$ cat src/hdl/indexed_insert_delete_list_unit_macros.svh
// ----------------------------------------------------------------------------
// Indexed insert/delete list unit assertion macros
// Shared concurrent assertion forms, clocked on clk and disabled in reset.
// ----------------------------------------------------------------------------
`ifndef INDEXED_INSERT_DELETE_LIST_UNIT_MACROS_SVH
`define INDEXED_INSERT_DELETE_LIST_UNIT_MACROS_SVH

// The consequent holds in the same cycle as the antecedent.
`define IIDL_ASSERT_SAME(label, ante, cons, msg) \
	label: assert property (@(posedge clk) disable iff (!arst_n) (ante) |-> (cons)) \
		else $error(msg);

// The consequent holds in the cycle after the antecedent.
`define IIDL_ASSERT_NEXT(label, ante, cons, msg) \
	label: assert property (@(posedge clk) disable iff (!arst_n) (ante) |=> (cons)) \
		else $error(msg);

`endif

$ cat src/hdl/iidl_pkg.sv
// ----------------------------------------------------------------------------
// Indexed insert/delete list package
// Field widths, command and status codes, and the broadcast cell control.
// ----------------------------------------------------------------------------
`timescale 1ns / 1ps
`default_nettype none

package iidl_pkg;

	localparam int CMD_W        = 3;
	localparam int POS_W        = 8;
	localparam int DATA_W       = 32;
	localparam int STATUS_W     = 2;
	localparam int LEN_W        = 7;
	localparam int CAPACITY_DEF = 64;

	localparam logic [CMD_W-1:0] CMD_GET        = 3'd0;
	localparam logic [CMD_W-1:0] CMD_INS_HEAD   = 3'd1;
	localparam logic [CMD_W-1:0] CMD_INS_TAIL   = 3'd2;
	localparam logic [CMD_W-1:0] CMD_INS_AT     = 3'd3;
	localparam logic [CMD_W-1:0] CMD_DEL_AT     = 3'd4;

	localparam logic [STATUS_W-1:0] ST_DONE  = 2'd0;
	localparam logic [STATUS_W-1:0] ST_RANGE = 2'd1;
	localparam logic [STATUS_W-1:0] ST_FULL  = 2'd2;

	typedef struct packed {
		logic              ins;
		logic              del;
		logic              rd;
		logic [POS_W-1:0]  pos;
		logic [DATA_W-1:0] value;
	} cell_ctrl_t;

endpackage

`default_nettype wire

$ cat src/hdl/iidl_cell.sv
// ----------------------------------------------------------------------------
// Indexed insert/delete list cell
// Holds one list entry and shifts toward either neighbor on insert or delete.
// ----------------------------------------------------------------------------
`timescale 1ns / 1ps
`default_nettype none

module iidl_cell #(
	parameter int IDX = 0
) (
	input  wire logic                         clk,
	input  wire iidl_pkg::cell_ctrl_t         ctrl,
	input  wire logic [iidl_pkg::DATA_W-1:0]  left_value,
	input  wire logic [iidl_pkg::DATA_W-1:0]  right_value,
	output logic      [iidl_pkg::DATA_W-1:0]  value,
	output logic      [iidl_pkg::DATA_W-1:0]  rd_term
);

	localparam logic [iidl_pkg::POS_W-1:0] MY_POS = iidl_pkg::POS_W'(IDX);

	logic [iidl_pkg::DATA_W-1:0] value_q;

	always_ff @(posedge clk) begin
		if (ctrl.ins) begin
			if (MY_POS == ctrl.pos) begin
				value_q <= ctrl.value;
			end else if (MY_POS > ctrl.pos) begin
				value_q <= left_value;
			end
		end else if (ctrl.del) begin
			if (MY_POS >= ctrl.pos) begin
				value_q <= right_value;
			end
		end
	end

	assign value   = value_q;
	assign rd_term = (ctrl.rd && (MY_POS == ctrl.pos)) ? value_q : '0;

endmodule

`default_nettype wire

$ cat config.mk
export PLATFORM = sky130hd
export DESIGN_NAME = iidl_cell
export DESIGN_NICKNAME = d
export VERILOG_FILES = /design/src/hdl/indexed_insert_delete_list_unit_macros.svh /design/src/hdl/iidl_pkg.sv /design/src/hdl/iidl_cell.sv
export SDC_FILE = /design/constraint.sdc
export NUM_CORES = 1
export LEC_CHECK = 0
export ABC_AREA = 1
export BUFFER_PORTS_ARGS = -buffer_cell sky130_fd_sc_hd__buf_2
export CAP_MARGIN = 20
export CORE_UTILIZATION = 40
export CTS_BUF_LIST = sky130_fd_sc_hd__clkbuf_2
export DETAILED_ROUTE_END_ITERATION = 7
export GPL_ROUTABILITY_DRIVEN = 0
export PLACE_DENSITY = 0.81
export SLEW_MARGIN = 5
export SYNTH_ARGS = -nofsm -noshare
export SYNTH_HDL_FRONTEND = slang
export SYNTH_SLANG_ARGS = --single-unit
export TNS_END_PERCENT = 10
$ cat constraint.sdc
create_clock -name clk -period 2.6 [get_ports clk]
set_input_delay 0.26 -clock clk [delete_from_list [all_inputs] [get_ports clk]]
set_output_delay 0.26 -clock clk [all_outputs]
set_load 0.02 [all_outputs]
==> flow_metrics.py <==
metrics = {
    "timing": {
        "max_slew_margin_pct": 36.0,
        "timing.fmax_mhz": 580,
        "finalSetupViolCount": 0,
        "fin_crit_sh_pct": 66.3,
        "rsz0062_at_grt": "false",
        "finalHoldViolations": 0,
        "worst_slew_pin_slew_ns": 0.959,
        "post-route-min-period_ns": 1.72,
        "slew_violations": 0,
        "fin_tns_setup_ns": 0,
    },
    "final_layout": {
        "final_nets": 590,
        "num-fill-cells": 475,
        "largest_reg_flops": 32,
        "area_growth_syn_to_layout_pct": 42.2,
        "antenna_cells": 0,
        "drive_gt1_share_pct": 38.7,
        "final_cell_area_um2": 3160,
    },
    "place": {
        "port_buffers": 171,
        "placed_area_um2": 3120,
        "dp_hpwl_um": 4890,
    },
    "route": {
        "drc_errors": 0,
        "wire_per_inst_um": 11.6,
        "vias_per_cell": 4.60,
        "vias": 2543,
        "postRouteAntennaNets": 0,
        "first_pass_iters": 4,
        "drt-initial-drc-count": 133,
        "wl_um": 6390,
    },
    "setup_path": {
        "path_buf_inv": 2,
        "arrival_ns": 1.46,
        "crit_required_ns": 2.34,
        "path_class": "in2out",
        "path_cells": "buf_2 > nor2_1 > nand2_2 > nor2_4 > nand2_2 > nor2_1 > buf_2",
        "cp_max_fo": 32,
        "crit_slowest_cell": "nand2_2",
        "start_kind": "primary input",
        "max_stage_delay_ns": 0.35,
        "critPathCaptureType": "output port",
        "path_delay_family": "simple AND/OR/NAND/NOR gates",
    },
    "clock_network": {
        "htreeDepth": 2,
        "cts_buffers": 5,
        "postCtsHoldBufs": 0,
        "cts-root-buf": "clkbuf_2",
        "clkSinkCount": 32,
        "clockBufferDepth": 2,
        "clkSlewWorstSetupHoldPaths_ns": 0.17,
        "post_cts_buffers": 0,
        "cts_tree": "yes",
        "ctsResizeCount": 0,
    },
    "die": {
        "die_x_um": 76.6,
        "rows": 26,
        "ioPinCount": 172,
        "start_util_pct": 42.5,
        "die_h_um": 76.6,
        "die-area_um2": 5860,
        "coreArea_um2": 5240,
    },
    "grt": {
        "grtUsageTotal_pct": 22.5,
        "grtUsageMet3_pct": 5.87,
        "grt_pass1_wl_um": 10300,
        "grt_remaining_overflow": 0,
        "grt_max_degree": 34,
        "busiest_layer": "met2",
        "grt_pass1_vias": 2353,
        "grt_use_met1_pct": 24.1,
        "grt_antenna_before_repair": 0,
        "met2_usage_pct": 42.2,
    },
    "run": {
        "drv_cap": 0,
    },
    "pwr": {
        "p_leak_nw": 1.85,
        "p_per_area_nw_per_um2": 313,
        "finalPower_mw": 0.990,
        "vdd_drop_max_v": 0.000140,
    },
    "logic_synthesis": {
        "yosysMostFrequentCell": "nand2_1",
        "syn_nets": 425,
        "netlist_top_cells_count": "nand2_1 (97), inv_1 (65), nor2_1 (36)",
        "synth.area.top_cells": "edfxtp_1 (43%), nand2_1 (16%), inv_1 (11%)",
        "synth_edf_count": 32,
        "synthArstFlopShare_pct": 0,
        "yosysTopAreaCell": "edfxtp_1",
        "synth_warnings": 0,
        "ys.flop_type": "edfxtp_1",
        "synth_seq_cells": 32,
        "synth_area_um2": 2220,
        "synthCells": 317,
        "syn_avg_cell_area_um2": 7.02,
        "synthDistinctLibCells": 13,
        "synth_top_area_share_pct": 43.2,
        "synth-seq-area-share_pct": 43.2,
    },
    "status": {
        "status": "completed",
    },
    "min_path": {
        "hold_path_class": "in2reg",
    },
}
[final timing paths]
check       startpoint          to  slack (ns)  depth (start not counted)
max           ctrl[33]  rd_term[6]        0.88                          7
min    right_value[14]   value[14]        0.16                          3
[layer usage]
metal | routed length (um) | part of all wire, %
met5 | 0 | 0
met4 | 121 | 1.9
met2 | 3310 | 52
met1 | 2530 | 40
met3 | 439 | 6.9
[per-stage QoR]
| step | setup WS [ns] | hold slack [ns] | util (%) | std cells |
|---|---|---|---|---|
| after floorplan | 0.590 | 0.446 | - | 317 |
| after global placement | 0.854 | 0.535 | 59.7 | 545 |
| after detailed placement | 0.809 | 0.539 | 59.7 | 545 |
| after CTS | 0.842 | 0.145 | 60.4 | 553 |
| after global routing | 0.696 | 0.129 | 60.4 | 553 |
| final | 0.876 | 0.156 | 60.4 | 553 |
[kinds of logic (layout without fill, tap and decap cells)]
family	Yosys count	in the layout	synth area share (%)
buf+inv	84	250	15.0
flops	32	32	43.2
simple gates	168	168	30.7
compound gates	33	33	11.1
[cells in the final DEF (no fill, tap or decap)]
| cell type | n |
|---|---|
| buf_2 | 171 |
| nand2_1 | 97 |
| inv_1 | 65 |
| nor2_1 | 36 |
| o21bai_1 | 32 |
| nand3_1 | 32 |
| edfxtp_1 | 32 |
| buf_4 | 6 |
| clkbuf_2 | 5 |
| nand2_2 | 2 |
| clkinv_2 | 2 |
| nor2_4 | 1 |
| o21a_1 | 1 |
| clkinv_1 | 1 |
[layout make-up]
type / instances / area, um2 / area share (%)
Clock buffer: 5 / 25.0 / 0.791
Clock inverter: 3 / 13.8 / 0.435
Inverter: 65 / 244 / 7.71
Multi-Input combinational cell: 201 / 931 / 29.4
Sequential cell: 32 / 961 / 30.4
Tap cell: 70 / 87.6 / 2.77
Timing Repair Buffer: 177 / 901 / 28.5
[power breakdown]
| group | switching, mW | internal (mW) |
|---|---|---|
| Combinational | 0.0903 | 0.0987 |
| Sequential | 0.000795 | 0.573 |
| Clock | 0.167 | 0.0603 |
Note: power is estimated with default switching activity, not from simulation.
